### src/sv/tbgd_pkg.sv
`default_nettype none

package tbgd_pkg;

  localparam int unsigned TimeW = 32;
  localparam int unsigned HoldW = 16;
  localparam int unsigned CfgIndexW = 1;
  localparam int unsigned CfgDataW = HoldW;

  localparam logic [CfgIndexW-1:0] CFG_LONG_HOLD = 1'b0;
  localparam logic [CfgIndexW-1:0] CFG_BOTH_HOLD = 1'b1;

  localparam logic [HoldW-1:0] LONG_HOLD_RESET = 16'd1000;
  localparam logic [HoldW-1:0] BOTH_HOLD_RESET = 16'd3000;

  typedef struct packed {
    logic [TimeW-1:0] now_ms;
    logic             action_down;
    logic             mode_down;
  } sample_t;

  typedef struct packed {
    logic action_click;
    logic action_hold;
    logic mode_click;
    logic both_held;
  } result_t;

  typedef struct packed {
    logic [HoldW-1:0] long_hold_ms;
    logic [HoldW-1:0] both_hold_ms;
  } cfg_t;

  typedef struct packed {
    logic             action_was_down;
    logic [TimeW-1:0] action_start;
    logic             action_hold_done;
    logic             mode_was_down;
    logic [TimeW-1:0] both_start;
    logic             both_timing;
    logic             both_done;
  } gesture_state_t;

  localparam gesture_state_t STATE_RESET = '{
    action_was_down:  1'b0,
    action_start:     '0,
    action_hold_done: 1'b0,
    mode_was_down:    1'b0,
    both_start:       '0,
    both_timing:      1'b0,
    both_done:        1'b0
  };

endpackage

`default_nettype wire

### src/sv/tbgd_ifs.sv
`default_nettype none

interface tbgd_in_if;
  logic                       valid;
  logic                       ready;
  logic [tbgd_pkg::TimeW-1:0] now_ms;
  logic                       action_down;
  logic                       mode_down;

  modport source (output valid, output now_ms, output action_down, output mode_down,
                  input ready);
  modport sink (input valid, input now_ms, input action_down, input mode_down,
                output ready);
endinterface

interface tbgd_out_if;
  logic valid;
  logic ready;
  logic action_click;
  logic action_hold;
  logic mode_click;
  logic both_held;

  modport source (output valid, output action_click, output action_hold,
                  output mode_click, output both_held, input ready);
  modport sink (input valid, input action_click, input action_hold,
                input mode_click, input both_held, output ready);
endinterface

`default_nettype wire

### src/sv/tbgd_cfg.sv
`default_nettype none

module tbgd_cfg (
  input  logic                          clk,
  input  logic                          rst,
  input  logic                          cfg_we,
  input  logic [tbgd_pkg::CfgIndexW-1:0] cfg_index,
  input  logic [tbgd_pkg::CfgDataW-1:0]  cfg_data,
  output tbgd_pkg::cfg_t                cfg
);
  import tbgd_pkg::*;

  always_ff @(posedge clk) begin
    if (rst) begin
      cfg.long_hold_ms <= LONG_HOLD_RESET;
      cfg.both_hold_ms <= BOTH_HOLD_RESET;
    end else if (cfg_we) begin
      case (cfg_index)
        CFG_LONG_HOLD: cfg.long_hold_ms <= cfg_data;
        CFG_BOTH_HOLD: cfg.both_hold_ms <= cfg_data;
        default: ;
      endcase
    end
  end

endmodule

`default_nettype wire

### src/sv/tbgd_step.sv
`default_nettype none

module tbgd_step (
  input  tbgd_pkg::sample_t        sample,
  input  tbgd_pkg::cfg_t           cfg,
  input  tbgd_pkg::gesture_state_t state,
  output tbgd_pkg::gesture_state_t state_next,
  output tbgd_pkg::result_t        result
);
  import tbgd_pkg::*;

  logic             a;
  logic             m;
  logic             both;
  logic [TimeW-1:0] action_elapsed;
  logic [TimeW-1:0] both_elapsed;

  assign a    = sample.action_down;
  assign m    = sample.mode_down;
  assign both = a & m;

  always_comb begin
    state_next = state;
    result     = '0;

    // both-held timer: stop when either button is up, clear the report when both are up
    if (!both) begin
      state_next.both_timing = 1'b0;
      if (!a && !m) begin
        state_next.both_done = 1'b0;
      end
    end else if (!state.both_timing) begin
      state_next.both_timing = 1'b1;
      state_next.both_start  = sample.now_ms;
    end

    action_elapsed = sample.now_ms - state.action_start;
    if (a && !state.action_was_down) begin
      state_next.action_was_down  = 1'b1;
      state_next.action_start     = sample.now_ms;
      state_next.action_hold_done = 1'b0;
    end else if (!a && state.action_was_down) begin
      state_next.action_was_down  = 1'b0;
      state_next.action_hold_done = 1'b0;
      result.action_click = !state.action_hold_done && !state.both_done && !m;
    end else if (state.action_was_down && !m && !state.action_hold_done &&
                 action_elapsed >= {{(TimeW-HoldW){1'b0}}, cfg.long_hold_ms}) begin
      state_next.action_hold_done = 1'b1;
      result.action_hold = 1'b1;
    end

    state_next.mode_was_down = m;
    result.mode_click = !m && state.mode_was_down && !state.both_done && !a;

    // timer may have started on this sample: elapsed is then zero
    both_elapsed = sample.now_ms - state_next.both_start;
    if (both && !state_next.both_done && state_next.both_timing &&
        both_elapsed >= {{(TimeW-HoldW){1'b0}}, cfg.both_hold_ms}) begin
      state_next.both_done = 1'b1;
      result.both_held = 1'b1;
    end
  end

endmodule

`default_nettype wire

### src/sv/two_button_gesture_detector.sv
// Two-button gesture detector. Each request on in_ch is one sample of a free-running
// millisecond timestamp and the pressed levels of the action and mode buttons; each
// sample yields exactly one result on out_ch with four event flags: action click on
// release, action long hold (once per press, mode up, after long_hold_ms), mode click on
// release, and both-held (once, after both_hold_ms with both down). Clicks are dropped
// while the other button is down or after a both-held report, action clicks also after a
// long hold. Throughput is one sample per clock while out_ch is ready; each accepted
// sample passes through the input register and then the result register, around the
// single step of compares and 32-bit subtractions. Write the two hold times through
// cfg_we/cfg_index/cfg_data only while no sample is in flight.
`default_nettype none

module two_button_gesture_detector (
  input  logic                           clk,
  input  logic                           rst,
  tbgd_in_if.sink                        in_ch,
  tbgd_out_if.source                     out_ch,
  input  logic                           cfg_we,
  input  logic [tbgd_pkg::CfgIndexW-1:0] cfg_index,
  input  logic [tbgd_pkg::CfgDataW-1:0]  cfg_data
);
  import tbgd_pkg::*;

  cfg_t           cfg;
  sample_t        in_q;
  logic           in_full;
  result_t        out_q;
  logic           out_full;
  gesture_state_t state;
  gesture_state_t state_next;
  result_t        result;
  logic           advance;

  tbgd_cfg u_cfg (
    .clk       (clk),
    .rst       (rst),
    .cfg_we    (cfg_we),
    .cfg_index (cfg_index),
    .cfg_data  (cfg_data),
    .cfg       (cfg)
  );

  tbgd_step u_step (
    .sample     (in_q),
    .cfg        (cfg),
    .state      (state),
    .state_next (state_next),
    .result     (result)
  );

  assign advance     = in_full && (!out_full || out_ch.ready);
  assign in_ch.ready = !in_full || advance;

  always_ff @(posedge clk) begin
    if (rst) begin
      in_full <= 1'b0;
    end else if (in_ch.valid && in_ch.ready) begin
      in_full <= 1'b1;
    end else if (advance) begin
      in_full <= 1'b0;
    end
  end

  always_ff @(posedge clk) begin
    if (in_ch.valid && in_ch.ready) begin
      in_q.now_ms      <= in_ch.now_ms;
      in_q.action_down <= in_ch.action_down;
      in_q.mode_down   <= in_ch.mode_down;
    end
  end

  // commit the state only when the result moves into the output register
  always_ff @(posedge clk) begin
    if (rst) begin
      state    <= STATE_RESET;
      out_full <= 1'b0;
    end else if (advance) begin
      state    <= state_next;
      out_full <= 1'b1;
    end else if (out_ch.ready) begin
      out_full <= 1'b0;
    end
  end

  always_ff @(posedge clk) begin
    if (advance) begin
      out_q <= result;
    end
  end

  assign out_ch.valid        = out_full;
  assign out_ch.action_click = out_q.action_click;
  assign out_ch.action_hold  = out_q.action_hold;
  assign out_ch.mode_click   = out_q.mode_click;
  assign out_ch.both_held    = out_q.both_held;

endmodule

`default_nettype wire

### src/flat_wrapper.sv
// flat-port wrapper written by rule: the top's interface ports become plain ports
module two_button_gesture_detector_flat import tbgd_pkg::*;
  (clk, rst, cfg_we, cfg_index, cfg_data, in_ch_valid, in_ch_now_ms, in_ch_action_down, in_ch_mode_down, in_ch_ready, out_ch_valid, out_ch_action_click, out_ch_action_hold, out_ch_mode_click, out_ch_both_held, out_ch_ready);
  tbgd_in_if in_ch_i ();
  tbgd_out_if out_ch_i ();
  input  logic clk;
  input  logic rst;
  input  logic cfg_we;
  input  logic [tbgd_pkg::CfgIndexW-1:0] cfg_index;
  input  logic [tbgd_pkg::CfgDataW-1:0] cfg_data;
  input wire logic [$bits(in_ch_i.valid)-1:0] in_ch_valid;
  input wire logic [$bits(in_ch_i.now_ms)-1:0] in_ch_now_ms;
  input wire logic [$bits(in_ch_i.action_down)-1:0] in_ch_action_down;
  input wire logic [$bits(in_ch_i.mode_down)-1:0] in_ch_mode_down;
  output wire logic [$bits(in_ch_i.ready)-1:0] in_ch_ready;
  output wire logic [$bits(out_ch_i.valid)-1:0] out_ch_valid;
  output wire logic [$bits(out_ch_i.action_click)-1:0] out_ch_action_click;
  output wire logic [$bits(out_ch_i.action_hold)-1:0] out_ch_action_hold;
  output wire logic [$bits(out_ch_i.mode_click)-1:0] out_ch_mode_click;
  output wire logic [$bits(out_ch_i.both_held)-1:0] out_ch_both_held;
  input wire logic [$bits(out_ch_i.ready)-1:0] out_ch_ready;
  assign in_ch_i.valid = in_ch_valid;
  assign in_ch_i.now_ms = in_ch_now_ms;
  assign in_ch_i.action_down = in_ch_action_down;
  assign in_ch_i.mode_down = in_ch_mode_down;
  assign in_ch_ready = in_ch_i.ready;
  assign out_ch_valid = out_ch_i.valid;
  assign out_ch_action_click = out_ch_i.action_click;
  assign out_ch_action_hold = out_ch_i.action_hold;
  assign out_ch_mode_click = out_ch_i.mode_click;
  assign out_ch_both_held = out_ch_i.both_held;
  assign out_ch_i.ready = out_ch_ready;
  two_button_gesture_detector u_core (.clk(clk), .rst(rst), .in_ch(in_ch_i), .out_ch(out_ch_i), .cfg_we(cfg_we), .cfg_index(cfg_index), .cfg_data(cfg_data));
endmodule
### config.mk
export PLATFORM = sky130hd
export DESIGN_NAME = two_button_gesture_detector_flat
export DESIGN_NICKNAME = d
export VERILOG_FILES = /design/src/sv/tbgd_pkg.sv /design/src/sv/tbgd_ifs.sv /design/src/sv/tbgd_cfg.sv /design/src/sv/tbgd_step.sv /design/src/sv/two_button_gesture_detector.sv /design/src/flat_wrapper.sv
export SDC_FILE = /design/constraint.sdc
export NUM_CORES = 1
export LEC_CHECK = 0
export BUFFER_PORTS_ARGS = -buffer_cell sky130_fd_sc_hd__buf_2
export CAP_MARGIN = 0
export CORE_AREA = 4 4 203 205
export DETAILED_ROUTE_END_ITERATION = 6
export DIE_AREA = 0 0 207 209
export GPL_ROUTABILITY_DRIVEN = 0
export HOLD_SLACK_MARGIN = 0.15
export PLACE_DENSITY = 0.35
export SKIP_LAST_GASP = 1
export SLEW_MARGIN = 15
export SYNTH_ARGS = -nofsm -noshare
export SYNTH_HDL_FRONTEND = slang
export SYNTH_SLANG_ARGS = --single-unit
### constraint.sdc
create_clock -name clk -period 6.84 [get_ports clk]
set_clock_uncertainty 0.1 [all_clocks]
set_input_delay 0.684 -clock clk [delete_from_list [all_inputs] [get_ports clk]]
set_output_delay 0.684 -clock clk [all_outputs]
set_load 0.01 [all_outputs]
### After elaboration in Yosys (flattened, before gate mapping)

Cells that the tools add are included.

* add/subtract/negate cells: 2
* bitwise logic cells: 3
* order comparisons: 2
* mux-type cells: 17
* reductions and logical operators: 37

Operators with widths (count)
* 32-bit by 16-bit >= comparator with 1-bit output: 2
* 32-bit subtractor: 2
* 33-bit two-way mux: 1
* 32-bit two-way mux: 1
* 1-bit logical AND: 16
* 1-bit two-way mux: 15
* 2-bit AND reduction: 5
* 1-bit logical NOT: 8
* 2-bit nonzero test: 3
* 2-bit OR reduction: 2
* 3-bit nonzero test: 1
* 1-bit logical OR: 2
* 1-bit inverter: 2
* 1-bit bitwise AND: 1

* output and inout bits: 6
* register bits: 141
* input port bits: 56
* word-level logic and storage cells: 79

### Depth between registers and ports, before layout

* word-level depth: 9
* mapped depth: 26
* depth with buffers taken out: 24

### Modules after synthesis

A second synthesis with hierarchy kept.

* cell total of the unflattened synthesis: 1301
* area, all modules: 11175.7 sq um

Modules (own cells, without submodules)
* tbgd_step: area an instance 5469.0 sq um, cells each 827, seq. area each 0.0 sq um, times used 1
* two_button_gesture_detector: area an instance 4386.7 sq um, cells each 347, seq. area each 2562.5 sq um, times used 1
* tbgd_cfg: area an instance 1320.0 sq um, cells each 127, seq. area each 640.6 sq um, times used 1

### Least setup slack after synthesis

OpenSTA, ideal clock, no wires.

* path type: reg2reg
* start: reg u_core.in_q[0] in the netlist's numbering
* end: reg u_core.out_q, in the netlist u_core.out_ch.both_held, data pin
* arrival: 5364 ps
* cell stages (with the launch flop): 24
* path slack: 1121 ps
* data required time: 6486 ps
* library setup time: 254 ps
* path buffers: 2
* clock period less this slack: 5719 ps
* cell sequence: edfxtp_1 > nand2_1 > or2_2 > clkbuf_1 > clkbuf_1 > mux2i_1 > ha_1 > a21o_1 > a21oi_1 > a21oi_1 > nor3b_1 > o21ai_0 > xor2_1 > ha_1 > nand4_1 > nor3_1 > a2111oi_0 > o2111ai_1 > or3_1 > nor4_1 > nand4_1 > nor4_1 > nand4_1 > o21a_1

RTL lines
* start: declaration: RTL line two_button_gesture_detector.sv:25 `sample_t in_q;`
* end signal: assignment: RTL line two_button_gesture_detector.sv:87 `out_q <= result;`
* end: declaration: RTL line two_button_gesture_detector.sv:27 `result_t out_q;`

==> summary.md <==
| Metric | Value |
|---|---|
| Status | `completed` |
| Chip width | `207 um` |
| Via/cell ratio | `4.76` |
| Die Ht | `209 um` |
| Syn nets | `1,360` |
| RSZ-0062 raised after global routing | `no` |
| Antenna Cells | `0` |
| Register clock-pin slew on the reported worst setup and hold paths | `0.07 ns` |
| Slew headroom | `0.327` |
| Router iterations before antenna repair | `5` |
| CTS tree | `yes` |
| Row count | `73` |
| Worst r2r path cells | `23` |
| CTS Buf Count | `17` |
| Setup Buffers After CTS | `0` |
| Routed vias | `8,413` |
| Final antenna-violating net count | `0` |
| Largest family of logic cells by synthesized area | `compound AO/OA/AOI/OAI gates` |
| Root Buffer | `clkbuf_16` |
| Main synth FF type | `dfxtp_1` |
| Hold Fails Final Rpt | `0` |
| Finish-stage setup viols | `0` |
| Reg-to-Reg End | `u_core.out_ch.both_held$_DFFE_PP_` |
| Initial DRC count | `492` |
| PwrDens | `236 nW/um^2` |
| Mapped cell area | `9770 um^2` |
| Slew Limit Fails | `0` |
| Critical Path AT | `6.33 ns` |
| Area post-placement | `10,500 um^2` |
| Crit Path Max Fanout | `15` |
| CTS Hold Bufs | `0` |
| Synth Area in XOR/XNOR | `0.0368` |
| Layout cells sized above 1 | `0.0917` |
| DR WL/cell | `17.4 um` |
| Setup_tns | `0 ns` |
| Reg-to-reg slack, setup | `0.59 ns` |
| Post-synth ARST share | `0` |
| Hold crit path type | `in2reg` |
| Yosys warnings | `0` |
| Worst slew pin tran | `1.01 ns` |
| Pleak | `4.46 nW` |
| Max VDD drop | `0.000177 V` |
| Port Buffers | `61` |
| Mux contribution to synthesized area | `0.0380` |
| DIE AREA | `43,300 um^2` |
| Longest Clk Path Bufs | `2` |
| Fin area | `11,200 um^2` |
| Starting Density | `0.248` |
| Vias in the first global route | `8,082` |
| Worst min-delay path endpoint | `u_core.in_q[8]$_DFFE_PP_` |
| Routed WL | `30,800 um` |
| Ports | `62` |
| Sink Count | `141` |
| Sequential share of the synthesized area | `0.328` |
| Compound-Gate Fraction of Synth Area | `0.218` |
| CP Launch Type | `register` |
| Hold path depth | `1` |
| DRC viols | `0` |
| Core Area | `39,500 um^2` |
| Post-synth EDFFs | `38` |
| Synth Area in Simple Gates | `0.193` |
| CTS HTree Levels | `4` |
| P&R area growth vs syn | `14.4%` |
| Critical path capture point type | `register` |
| Aggregate global routing overflow | `0` |
| Yosys cell types | `73` |
| Post-CTS Resized | `0` |
| Largest net degree at the start of global routing | `79` |
| Tot GR Track Use | `0.139` |
| Initial antenna violation count | `0` |
| Fin nets | `1,386` |
| Synth Area per Inst | `8.11 um^2` |
| Dpl hpwl | `24,000 um` |
| First-pass GRT wire length | `47,800 um` |
| Max Cap Violations | `0` |
| FMAX | `160 MHz` |
| Type of the worst setup path | `reg2reg` |
| Post-synthesis adder-cell area fraction | `0.130` |
| Synthesized instance count | `1,204` |
| CP required | `6.92 ns` |
| Final cycle utilization of the critical path | `0.914` |
| R2R Path Start | `u_core.in_q[0]$_DFFE_PP_` |
| Register bit total from synthesis | `141` |
| Worst Min Path Start | `in_ch_now_ms[6]` |
| Worst-Skew Late Latency | `0.43 ns` |
| Tmin final | `6.25 ns` |
## final cells by class
class                   instances  area, um^2
repair buffers                 66         345
clock buffers                  27         601
clock inverters                 5        36.3
well taps                     525         657
flip-flops and latches        141        3200
fillers                      4295       28300
inverters                      84         317
multi-input cells             920        6020
## stage by stage
step	cells	utilization	hold slack [ns]	power, mW	worst slack, ns
after floorplan	1204	-	0.332	1.47	1.12
after global placement	1736	0.267	0.342	1.67	0.689
after detailed placement	1736	0.267	0.347	1.67	0.562
after CTS	1768	0.283	0.304	2.68	0.535
after global routing	1768	0.283	0.302	2.80	0.00498
final	1768	0.283	0.329	2.64	0.585
## cells in the mapped netlist, drive strengths merged, types with 6 or more instances
cell type    n  share of area
nand2b      10         0.0064
xor2        14          0.013
nor4         7         0.0051
o2111ai      7         0.0063
a21o        29          0.022
o21ai       45          0.023
o21a        10         0.0077
mux2i       36          0.037
a31oi        6         0.0038
edfxtp      38           0.12
nand2      185          0.071
dfxtp      103           0.21
xnor2       27          0.024
nand3       20          0.010
a211oi      39          0.030
a211o        9         0.0081
ha          98           0.13
o211ai       7         0.0054
o31ai        7         0.0054
o21bai       7         0.0054
clkbuf      52          0.020
inv         84          0.032
and3         8         0.0051
nor2        96          0.038
a21oi      135          0.070
nand3b       8         0.0061
nand4       19          0.012
and2         7         0.0047
nor3         9         0.0046
buf          7         0.0046
nor2b       17          0.012
## worst max-delay path by stage
stage | from | to
after CTS | u_core.in_q[0]$_DFFE_PP_ | u_core.out_ch.both_held$_DFFE_PP_
final | u_core.in_q[0]$_DFFE_PP_ | u_core.out_ch.both_held$_DFFE_PP_
after detailed placement | u_core.in_q[0]$_DFFE_PP_ | u_core.out_ch.both_held$_DFFE_PP_
after global placement | u_core.in_q[0]$_DFFE_PP_ | u_core.out_ch.both_held$_DFFE_PP_
after global routing | u_core.in_q[0]$_DFFE_PP_ | u_core.out_ch.both_held$_DFFE_PP_
after floorplan | u_core.in_q[0]$_DFFE_PP_ | u_core.out_ch.both_held$_DFFE_PP_
## report_power, final
part | internal, mW | total, mW | switching [mW]
sequential | 0.904 | 0.942 | 0.0380
clock | 0.607 | 0.989 | 0.383
combinational | 0.279 | 0.705 | 0.426
## layout by cell type, fill, tap and decap left out, types with 8 or more instances in the layout
cell / synthesis / layout
a211o_1: 9 / 9
a211oi_1: 39 / 39
a21o_1: 29 / 29
a21oi_1: 134 / 134
and3_1: 8 / 8
buf_2: 0 / 60
clkbuf_16: 0 / 23
dfxtp_1: 103 / 103
edfxtp_1: 38 / 38
ha_1: 98 / 98
inv_1: 84 / 83
mux2i_1: 36 / 36
nand2_1: 184 / 184
nand2b_1: 10 / 10
nand3_1: 20 / 20
nand3b_1: 8 / 8
nand4_1: 19 / 19
nor2_1: 95 / 95
nor2b_1: 16 / 16
nor3_1: 9 / 9
o21a_1: 10 / 10
o21ai_0: 37 / 37
o21ai_1: 8 / 8
xnor2_1: 27 / 27
xor2_1: 14 / 14
## cells by family after synthesis
family | after synthesis
mux | 37
fa+ha+maj | 100
xor+xnor | 41
buf+inv | 143
flops | 141
compound gates | 333
simple gates | 409
## routing by layer
layer,vias up,track usage,share of wire
met1,3967,0.199,0.51
met5,-,0,0
met3,15,0.0161,0.017
met2,88,0.226,0.46
met4,0,0.0340,0.0089
li1,4343,-,-
## critical path, cell delays in order (launching register included)
cell       delay [ns]
edfxtp_1         0.46
nand2_1          0.15
or2_2            0.50
nand2_1          0.13
o21ai_0          0.11
ha_1             0.26
fa_1             0.40
nor2b_1          0.19
o2111ai_1        0.17
a21oi_1          0.30
nor3b_2          0.12
o21ai_0          0.23
xor2_1           0.19
ha_1             0.28
nand4_1          0.10
nor3_1           0.08
a2111oi_0        0.43
o2111ai_1        0.16
or3_1            0.39
nor4_1           0.30
nand4_1          0.12
nor4_1           0.39
nand4_1          0.23
o21a_1           0.22
## flip-flops by register name, indices dropped and copies added (netlist names)
signal,count
u_core.state,69
u_core.in_q,34
u_core.u_cfg.cfg,32
u_core.in_full,1
u_core.out_ch.action_click,1
u_core.out_ch.action_hold,1
u_core.out_ch.both_held,1
u_core.out_ch.mode_click,1
u_core.out_ch.valid,1
No activity file was read; power rests on OpenSTA's default activity.
